## src/design/ltps_pkg.sv

```systemverilog
// ----------------------------------------------------------------------------
// Loop track position sequencer package
// Shared constants: default sizes, port widths, request opcodes and modes.
// ----------------------------------------------------------------------------
package ltps_pkg;

    localparam int LTPS_TRACK_COUNT = 8;
    localparam int LTPS_GROUP_COUNT = 4;
    localparam int LTPS_POS_BITS    = 24;

    localparam int PORT_POS_W    = 24;
    localparam int PORT_FRAMES_W = 14;
    localparam int PORT_MODE_W   = 3;
    localparam int PORT_GROUP_W  = 2;
    localparam int PORT_SLOT_W   = 3;
    localparam int PORT_TRACK_W  = 3;
    localparam int PORT_OP_W     = 2;

    localparam logic [PORT_OP_W-1:0] OP_TICK  = 2'd0;
    localparam logic [PORT_OP_W-1:0] OP_TRACK = 2'd1;
    localparam logic [PORT_OP_W-1:0] OP_SLOT  = 2'd2;

    localparam logic [PORT_MODE_W-1:0] MODE_PLAY = 3'd1;
    localparam logic [PORT_MODE_W-1:0] MODE_REC  = 3'd2;
    localparam logic [PORT_MODE_W-1:0] MODE_DUB  = 3'd3;

endpackage

```

## src/design/loop_track_position_sequencer_core.sv

```systemverilog
// ----------------------------------------------------------------------------
// Loop track position sequencer core
// Keeps master and per-track play/record positions of a multi-track looper.
// A track or slot write request never raises busy: its result strobes on
// o_done in the next cycle. A tick request keeps busy high while one shared
// add-and-compare unit walks the slots of the selected group: a master step,
// then per empty slot a registered read of the slot table and the lookup,
// per live slot the read, the lookup with its add, the end compare and the
// group compare, then a finish step. An out-of-range group skips the walk.
// Each result is shown for exactly one cycle on o_done and cannot be held
// off; a new request may be started in that same cycle.
// ----------------------------------------------------------------------------
module loop_track_position_sequencer_core
    import ltps_pkg::*;
#(
    parameter int TRACK_COUNT = LTPS_TRACK_COUNT,
    parameter int GROUP_COUNT = LTPS_GROUP_COUNT,
    parameter int POS_BITS    = LTPS_POS_BITS
) (
    input  logic                     i_clk,
    input  logic                     i_rst_n,
    input  logic                     i_cfg_we,
    input  logic [PORT_POS_W-1:0]    i_cfg_wdata,
    input  logic                     start,
    output logic                     busy,
    input  logic [PORT_OP_W-1:0]     i_opcode,
    input  logic [PORT_FRAMES_W-1:0] i_frame_count,
    input  logic [PORT_MODE_W-1:0]   i_mode,
    input  logic [PORT_GROUP_W-1:0]  i_group,
    input  logic [PORT_SLOT_W-1:0]   i_slot,
    input  logic [PORT_TRACK_W-1:0]  i_track_number,
    input  logic                     i_track_active,
    input  logic                     i_repeat_enable,
    input  logic [PORT_POS_W-1:0]    i_start_position,
    input  logic [PORT_POS_W-1:0]    i_current_position,
    input  logic [PORT_POS_W-1:0]    i_end_position,
    input  logic                     i_slot_filled,
    output logic                     o_done,
    output logic [PORT_MODE_W-1:0]   o_mode_after,
    output logic                     o_buffer_full,
    output logic [PORT_POS_W-1:0]    o_master_position,
    output logic [PORT_POS_W-1:0]    o_group_length
);

    localparam int SLOT_TOTAL = GROUP_COUNT * TRACK_COUNT;
    localparam int AW = (SLOT_TOTAL > 1) ? $clog2(SLOT_TOTAL) : 1;
    localparam int TW = (TRACK_COUNT > 1) ? $clog2(TRACK_COUNT) : 1;
    localparam int GW = (GROUP_COUNT > 1) ? $clog2(GROUP_COUNT) : 1;
    localparam int SW = TW;
    localparam int SE_W = 1 + PORT_TRACK_W;

    typedef enum logic [2:0] {
        S_IDLE,
        S_MASTER,
        S_FETCH,
        S_LOOK,
        S_END,
        S_GRP,
        S_FINISH
    } t_state;

    typedef logic [POS_BITS-1:0] t_pos;

    function automatic t_pos to_pos(input logic [PORT_POS_W-1:0] v);
        logic [31:0] w;
        w = 32'(v);
        return w[POS_BITS-1:0];
    endfunction

    function automatic logic [PORT_POS_W-1:0] to_port(input t_pos p);
        logic [31:0] w;
        w = 32'(p);
        return w[PORT_POS_W-1:0];
    endfunction

    t_state r_state;
    logic   r_done;
    logic [PORT_MODE_W-1:0] r_mode_out;
    logic   r_full_out;
    t_pos   r_master_out;
    t_pos   r_glen_out;

    t_pos   r_limit;
    t_pos   r_master;
    t_pos   r_group_len [GROUP_COUNT];
    t_pos   r_trk_cur   [TRACK_COUNT];
    t_pos   r_trk_start [TRACK_COUNT];
    t_pos   r_trk_end   [TRACK_COUNT];
    logic   r_trk_on    [TRACK_COUNT];
    logic   r_trk_rep   [TRACK_COUNT];
    logic   r_slot_valid [SLOT_TOTAL];

    logic [SE_W-1:0] r_slot_mem [SLOT_TOTAL];
    logic [SE_W-1:0] r_rd_data;
    logic            r_rd_valid;

    logic [PORT_FRAMES_W-1:0] r_frames;
    logic [PORT_MODE_W-1:0]   r_mode;
    logic [PORT_GROUP_W-1:0]  r_grp;
    logic [PORT_SLOT_W-1:0]   r_sel;
    logic [SW-1:0]            r_slot;
    logic [TW-1:0]            r_t;
    logic                     r_rec;
    logic                     r_full;

    logic          accept;
    logic [31:0]   in_grp32;
    logic [31:0]   in_slot32;
    logic [31:0]   in_trk32;
    logic          in_grp_ok;
    logic [GW-1:0] in_g;
    logic [TW-1:0] in_t;
    logic [31:0]   wr_addr32;
    logic [AW-1:0] wr_addr;
    logic          slot_we;

    logic [31:0]   r_grp32;
    logic          grp_ok;
    logic [GW-1:0] g_idx;
    t_pos          glen_cur;
    logic [31:0]   rd_addr32;
    logic [AW-1:0] rd_addr;

    logic [31:0]   rd_trk32;
    logic [TW-1:0] t_idx;
    logic          slot_live;
    logic          rec_hit;
    logic          last_slot;

    t_pos            u_a;
    t_pos            u_b;
    t_pos            u_c;
    logic [POS_BITS:0] u_sum;
    logic            u_gt;
    t_pos            u_res;

    assign busy   = (r_state != S_IDLE);
    assign accept = start && !busy;

    assign in_grp32  = 32'(i_group);
    assign in_slot32 = 32'(i_slot);
    assign in_trk32  = 32'(i_track_number);
    assign in_grp_ok = in_grp32 < GROUP_COUNT;
    assign in_g      = in_grp32[GW-1:0];
    assign in_t      = in_trk32[TW-1:0];
    assign wr_addr32 = in_grp32 * TRACK_COUNT + in_slot32;
    assign wr_addr   = wr_addr32[AW-1:0];
    assign slot_we   = accept && (i_opcode == OP_SLOT) && in_grp_ok
                       && (in_slot32 < TRACK_COUNT);

    assign r_grp32   = 32'(r_grp);
    assign grp_ok    = r_grp32 < GROUP_COUNT;
    assign g_idx     = r_grp32[GW-1:0];
    assign glen_cur  = grp_ok ? r_group_len[g_idx] : '0;
    assign rd_addr32 = r_grp32 * TRACK_COUNT + 32'(r_slot);
    assign rd_addr   = rd_addr32[AW-1:0];

    assign rd_trk32  = 32'(r_rd_data[PORT_TRACK_W-1:0]);
    assign t_idx     = rd_trk32[TW-1:0];
    assign slot_live = r_rd_valid && r_rd_data[SE_W-1] && (rd_trk32 < TRACK_COUNT)
                       && r_trk_on[t_idx];
    assign rec_hit   = (32'(r_slot) == 32'(r_sel))
                       && ((r_mode == MODE_REC) || (r_mode == MODE_DUB));
    assign last_slot = (32'(r_slot) == TRACK_COUNT - 1);

    // shared add and compare unit
    always_comb begin
        u_a = '0;
        u_b = '0;
        u_c = '0;
        case (r_state)
            S_MASTER: begin
                u_a = r_master;
                u_b = POS_BITS'(r_frames);
                u_c = r_limit;
            end
            S_LOOK: begin
                u_a = r_trk_cur[t_idx];
                u_b = POS_BITS'(r_frames);
                u_c = rec_hit ? r_limit : '1;
            end
            S_END: begin
                u_a = r_trk_cur[r_t];
                u_c = r_trk_end[r_t];
            end
            S_GRP: begin
                u_a = r_rec ? r_trk_end[r_t] : r_master;
                u_c = glen_cur;
            end
            S_FINISH: begin
                u_a = r_master;
                u_c = glen_cur;
            end
            default: begin
                u_a = '0;
            end
        endcase
    end

    assign u_sum = {1'b0, u_a} + {1'b0, u_b};
    assign u_gt  = u_sum > {1'b0, u_c};
    assign u_res = u_gt ? u_c : u_sum[POS_BITS-1:0];

    // slot table
    always_ff @(posedge i_clk) begin
        if (slot_we) begin
            r_slot_mem[wr_addr] <= {i_slot_filled, i_track_number};
        end
        r_rd_data <= r_slot_mem[rd_addr];
    end

    always_ff @(posedge i_clk) begin
        if (!i_rst_n) begin
            r_state    <= S_IDLE;
            r_done     <= 1'b0;
            r_limit    <= to_pos({PORT_POS_W{1'b1}});
            r_master   <= '0;
            r_rd_valid <= 1'b0;
            for (int i = 0; i < GROUP_COUNT; i++) begin
                r_group_len[i] <= '0;
            end
            for (int i = 0; i < TRACK_COUNT; i++) begin
                r_trk_cur[i]   <= '0;
                r_trk_start[i] <= '0;
                r_trk_end[i]   <= '0;
                r_trk_on[i]    <= 1'b0;
                r_trk_rep[i]   <= 1'b0;
            end
            for (int i = 0; i < SLOT_TOTAL; i++) begin
                r_slot_valid[i] <= 1'b0;
            end
        end else begin
            r_done     <= 1'b0;
            r_rd_valid <= r_slot_valid[rd_addr];
            if (i_cfg_we) begin
                r_limit <= to_pos(i_cfg_wdata);
            end
            case (r_state)
                S_IDLE: begin
                    if (accept) begin
                        r_frames <= i_frame_count;
                        r_mode   <= i_mode;
                        r_grp    <= i_group;
                        r_sel    <= i_slot;
                        r_slot   <= '0;
                        r_full   <= 1'b0;
                        if (i_opcode == OP_TICK) begin
                            r_state <= S_MASTER;
                        end else begin
                            if ((i_opcode == OP_TRACK) && (in_trk32 < TRACK_COUNT)) begin
                                r_trk_on[in_t]    <= i_track_active;
                                r_trk_rep[in_t]   <= i_repeat_enable;
                                r_trk_start[in_t] <= to_pos(i_start_position);
                                r_trk_cur[in_t]   <= to_pos(i_current_position);
                                r_trk_end[in_t]   <= to_pos(i_end_position);
                            end
                            if (slot_we) begin
                                r_slot_valid[wr_addr] <= 1'b1;
                            end
                            r_done       <= 1'b1;
                            r_mode_out   <= i_mode;
                            r_full_out   <= 1'b0;
                            r_master_out <= r_master;
                            r_glen_out   <= in_grp_ok ? r_group_len[in_g] : '0;
                        end
                    end
                end
                S_MASTER: begin
                    r_master <= u_res;
                    r_state  <= grp_ok ? S_FETCH : S_FINISH;
                end
                S_FETCH: begin
                    r_state <= S_LOOK;
                end
                S_LOOK: begin
                    if (slot_live) begin
                        r_t              <= t_idx;
                        r_rec            <= rec_hit;
                        r_trk_cur[t_idx] <= u_res;
                        if (rec_hit && u_gt) begin
                            r_mode <= MODE_PLAY;
                            r_full <= 1'b1;
                        end
                        r_state <= S_END;
                    end else if (last_slot) begin
                        r_state <= S_FINISH;
                    end else begin
                        r_slot  <= r_slot + 1'b1;
                        r_state <= S_FETCH;
                    end
                end
                S_END: begin
                    if (u_gt) begin
                        if (r_rec) begin
                            r_trk_end[r_t] <= r_trk_cur[r_t];
                        end else if (r_trk_rep[r_t]) begin
                            r_trk_cur[r_t] <= r_trk_start[r_t];
                        end
                    end
                    r_state <= S_GRP;
                end
                S_GRP: begin
                    if (u_gt) begin
                        if (r_rec) begin
                            r_group_len[g_idx] <= r_trk_end[r_t];
                        end else begin
                            r_trk_cur[r_t] <= r_trk_rep[r_t] ? r_trk_start[r_t] : '0;
                        end
                    end
                    if (last_slot) begin
                        r_state <= S_FINISH;
                    end else begin
                        r_slot  <= r_slot + 1'b1;
                        r_state <= S_FETCH;
                    end
                end
                S_FINISH: begin
                    if ((r_mode == MODE_PLAY) && u_gt) begin
                        r_master     <= '0;
                        r_master_out <= '0;
                    end else begin
                        r_master_out <= r_master;
                    end
                    r_done     <= 1'b1;
                    r_mode_out <= r_mode;
                    r_full_out <= r_full;
                    r_glen_out <= glen_cur;
                    r_state    <= S_IDLE;
                end
                default: begin
                    r_state <= S_IDLE;
                end
            endcase
        end
    end

    assign o_done            = r_done;
    assign o_mode_after      = r_mode_out;
    assign o_buffer_full     = r_full_out;
    assign o_master_position = to_port(r_master_out);
    assign o_group_length    = to_port(r_glen_out);

    a_done_idle: assert property (@(posedge i_clk) disable iff (!i_rst_n)
        o_done |-> !busy)
        else $error("result strobed while busy");

    a_full_play: assert property (@(posedge i_clk) disable iff (!i_rst_n)
        (o_done && o_buffer_full) |-> (o_mode_after == MODE_PLAY))
        else $error("full recording did not drop to playback");

    a_tick_busy: assert property (@(posedge i_clk) disable iff (!i_rst_n)
        (accept && (i_opcode == OP_TICK)) |=> busy)
        else $error("tick request did not start the slot walk");

    a_write_done: assert property (@(posedge i_clk) disable iff (!i_rst_n)
        (accept && (i_opcode != OP_TICK)) |=> (o_done && !o_buffer_full && !busy))
        else $error("table write request did not complete in one cycle");

endmodule
```

## config.mk

```make
export PLATFORM = sky130hd
export DESIGN_NAME = loop_track_position_sequencer_core
export DESIGN_NICKNAME = d
export VERILOG_FILES = /design/src/design/ltps_pkg.sv /design/src/design/loop_track_position_sequencer_core.sv
export SDC_FILE = /design/constraint.sdc
export NUM_CORES = 2
export LEC_CHECK = 0
export ABC_CLOCK_PERIOD_IN_PS = 9700
export BUFFER_PORTS_ARGS = -buffer_cell sky130_fd_sc_hd__buf_2
export CAP_MARGIN = 20
export CORE_ASPECT_RATIO = 2
export CORE_MARGIN = 5
export CORE_UTILIZATION = 45
export CTS_CLUSTER_SIZE = 40
export DETAILED_ROUTE_END_ITERATION = 16
export GPL_TIMING_DRIVEN = 0
export PLACE_DENSITY_LB_ADDON = 0.2
export SYNTH_ARGS = -nofsm -noshare
export SYNTH_HDL_FRONTEND = slang
export SYNTH_SLANG_ARGS = --single-unit
```

## constraint.sdc

```tcl
create_clock -name i_clk -period 9.7 [get_ports i_clk]
set_input_delay 0.97 -clock i_clk [delete_from_list [all_inputs] [get_ports i_clk]]
set_output_delay 0.97 -clock i_clk [all_outputs]
set_load 0.02 [all_outputs]
```

==> results.py <==
metrics = {
    "die": {
        "start_util_pct": 45.2,
        "core_mm2": 0.105,
        "num_rows": 168,
        "die_width_um": 240,
        "io-pin-count": 184,
        "fp.dieH_um": 469,
        "die_area_mm2": 0.112,
    },
    "sta": {
        "skew_ns": 0.0364,
        "setup_ws_ns": 0.203,
        "fin_crit_ns": 9.50,
        "fin_crit_sh_pct": 97.9,
        "drv_slew": 0,
        "rsz0062_at_grt": "no",
        "setup-tns-final_ns": 0,
        "hold_violations": 0,
        "fmaxAchievable_mhz": 105,
        "slew_headroom_pct": 20.0,
        "setup_viol": 0,
        "worst_pin_slew_ns": 1.18,
    },
    "synthesis": {
        "syn_area_per_cell_um2": 13.9,
        "netlist.area_leader.share_pct": 55.8,
        "netlist_area_mm2": 0.0475,
        "synth_cell_type_count": 85,
        "synth_top_area_cell": "edfxtp_1",
        "ys_seq_area_share_pct": 60.5,
        "syn_nets": 3582,
        "synth_area_leaders": "edfxtp_1 (56%), mux4_2 (14%), nor2_1 (5.2%)",
        "synth_warnings": 0,
        "synth_cells": 3412,
        "synth-seq-cells": 992,
        "synth_edf_count": 882,
        "async_reset_ff_share_pct": 0,
        "ys.flop_type": "edfxtp_1",
    },
    "cts": {
        "clockRootBuffer": "clkbuf_16",
        "cts.sinks": 992,
        "cts_made_buffers": 86,
        "hold_buffers": 0,
        "clock_latency_ns": 0.71,
        "path_clk_slew_ns": 0.07,
        "cts_buffer_depth": 3,
        "cts_tree": "built",
        "htreeDepth": 3,
    },
    "placement": {
        "dp_hpwl_mm": 125,
        "post-place-ws_ns": -2.15,
        "numPortBuffers": 180,
        "place.gp.congestion": 1.07,
    },
    "power_and_ir_drop": {
        "irDropWorstVdd_mv": 0.125,
        "leakagePower_nw": 19.2,
        "seqPwrFrac_pct": 51.3,
        "combPwrFrac_pct": 10.9,
        "p_int_mw": 7.13,
        "p_clk_share_pct": 37.8,
        "swShare_pct": 24.8,
        "p_per_area_mw_per_mm2": 175,
        "power.switching_mw": 2.36,
    },
    "grt": {
        "grt_pass1_wl_mm": 232,
        "grt_pass1_vias": 32000,
        "grt_antenna_before_repair": 13,
        "grt_start_max_net_pins": 35,
        "grt_util_all_layers_pct": 29.1,
        "overflow": 0,
    },
    "drt": {
        "drc": 0,
        "wirelength_mm": 166,
        "first_iter_violations": 3000,
        "drtAntennaViolNets": 0,
        "wl_per_cell_um": 32.2,
        "post_drt_via_cell_ratio": 6.07,
        "dr.pass1.iters": 6,
        "num_vias": 31300,
    },
    "cells_and_area": {
        "mostFrequentLayoutCells": "edfxtp_1 (882), nor2_1 (652), mux4_2 (292)",
        "drive_gt1_share_pct": 24.1,
        "area_growth_pct": 14.0,
        "layout.nets": 3898,
        "fin_util_pct": 51.6,
        "fill_cells": 8921,
        "mostFrequentLayoutCell": "edfxtp_1",
    },
    "critical_path": {
        "r2r_end": "r_trk_end[4][1]$_SDFFCE_PN0P_",
        "reg2reg_slack_ns": 0.20,
        "required_ns": 10.03,
        "end_kind": "register",
        "cp-start-kind": "register",
        "crit_arrival_ns": 9.83,
        "max_stage_delay_ns": 0.61,
        "r2r-start": "r_rd_data[1]$_DFF_P_",
        "cp_max_fo": 24,
        "ff2ff_path_depth": 28,
        "slowest_stage": "dfxtp_2",
        "worst-setup-path-type": "register to register",
    },
    "min_path": {
        "hp-start": "r_trk_on[6]$_DFF_P_",
        "min_path_type": "register to register",
        "hold_depth": 2,
        "min_to": "r_trk_on[6]$_DFF_P_",
    },
    "outcome": {
        "status": "finished, final reports clean",
    },
    "run": {
        "drv_cap": 0,
    },
}
[routing by layer]
| metal | part of all wire (%) | wire (um) | GRT usage (%) |
|---|---|---|---|
| met3 | 6.5 | 10800 | 4.93 |
| met1 | 32 | 53900 | 30.9 |
| met2 | 51 | 84100 | 50.4 |
| met4 | 10 | 17400 | 23.3 |
| met5 | 0.048 | 80 | 0 |
[through the flow]
| stage | hold slack, ns | std cells | instance area, um^2 | power, mW |
|---|---|---|---|---|
| detailed placement | 0.450 | 4992 | 50800 | 5.96 |
| finish | 0.461 | 5162 | 54100 | 9.49 |
| global route | 0.435 | 5156 | 54100 | 9.72 |
| global placement | 0.441 | 4952 | 50100 | 5.92 |
| floorplan | 0.406 | 3412 | 47500 | 5.48 |
| CTS | 0.414 | 5154 | 54000 | 9.50 |
[area by class of cell]
| cell class | instances | area (um^2) | area share (%) |
|---|---|---|---|
| antenna | 7 | 17.5 | 0.0324 |
| buffer | 242 | 1140 | 2.11 |
| clock buffer | 125 | 2560 | 4.73 |
| clock inverter | 30 | 309 | 0.571 |
| inverter | 32 | 120 | 0.222 |
| multi-input combinational | 2143 | 17900 | 33.0 |
| sequential | 992 | 28700 | 53.1 |
| tap | 1360 | 1700 | 3.15 |
| timing repair buffer | 231 | 1680 | 3.10 |
[registers in the layout, indices dropped and copies added (netlist names), 32 cells and up, named ones only]
register,cells
r_group_len,96
r_trk_start,192
r_trk_end,192
r_slot_mem,128
r_slot_valid,32
r_trk_cur,192
[cells by family after synthesis]
family | count (synthesis) | synth area share, %
mux | 484 | 18.2
buf+inv | 277 | 2.52
xor+xnor | 15 | 0.277
simple gates | 1265 | 12.1
flops | 992 | 60.5
compound gates | 339 | 5.37
fa+ha+maj | 40 | 1.07
[power groups by stage]
stage	clock network, mW	logic (mW)	registers [mW]
final	3.59	1.03	4.87
after global routing	3.79	1.06	4.87
after CTS	3.62	1.01	4.86
after detailed placement	0	1.00	4.96
after global placement	0	0.963	4.96
after floorplan	0	0.543	4.94
[worst max path at each step]
| stage | startpoint | slack, ns | endpoint |
|---|---|---|---|
| detailed placement | register | -2.15 | r_trk_cur[2][10]$_SDFFCE_PN0P_ |
| global placement | register | -3.10 | r_trk_cur[2][10]$_SDFFCE_PN0P_ |
| finish | r_rd_data[1]$_DFF_P_ | 0.20 | r_trk_end[4][1]$_SDFFCE_PN0P_ |
| CTS | register | -0.0002 | r_trk_end[1][8]$_SDFFCE_PN0P_ |
| global route | register | 0.02 | r_group_len[2][23]$_SDFFCE_PN0P_ |
| floorplan | register | 1.74 | r_group_len[1][0]$_SDFFCE_PN0P_ |
[synth_stat cells (7+ instances only)]
library cell  number
inv_1             30
dfxtp_1          110
a211oi_1          31
and2_1           219
nand3_1           17
xnor2_1            8
mux2i_2           19
mux4_2           292
o22a_1            10
xor2_1             7
nand2b_1          19
o221ai_1          16
o211ai_1          18
ha_1              39
nor3_1            45
o21ai_0           59
o211a_1            7
buf_2             64
edfxtp_1         882
nor2_1           652
nand2_1          222
buf_4             10
a21o_1             9
buf_1             26
mux2i_1          112
nor2b_1           38
o21a_1            15
mux2_2            61
o2111a_1           9
o32a_1             7
a21oi_1           65
o22ai_1           17
clkbuf_1         140
o2111ai_1         16
[critical path, delay by kind of cell (launching register included)]
kind / cells / cell delay (ns)
AOI/OAI and AO/OA: 10 / 2.23
adders and majority gates: 2 / 0.73
buffers and inverters: 6 / 2.34
DFF: 1 / 0.61
muxes: 2 / 0.79
and+or+nand+nor: 8 / 2.37
[repair_timing]
action	in CTS	in global routing
buffers inserted	9	0
pin swaps	4	0
endpoints found under the setup margin	1012	757
resized for setup	70	24
Power figures use the tool's default switching activity.
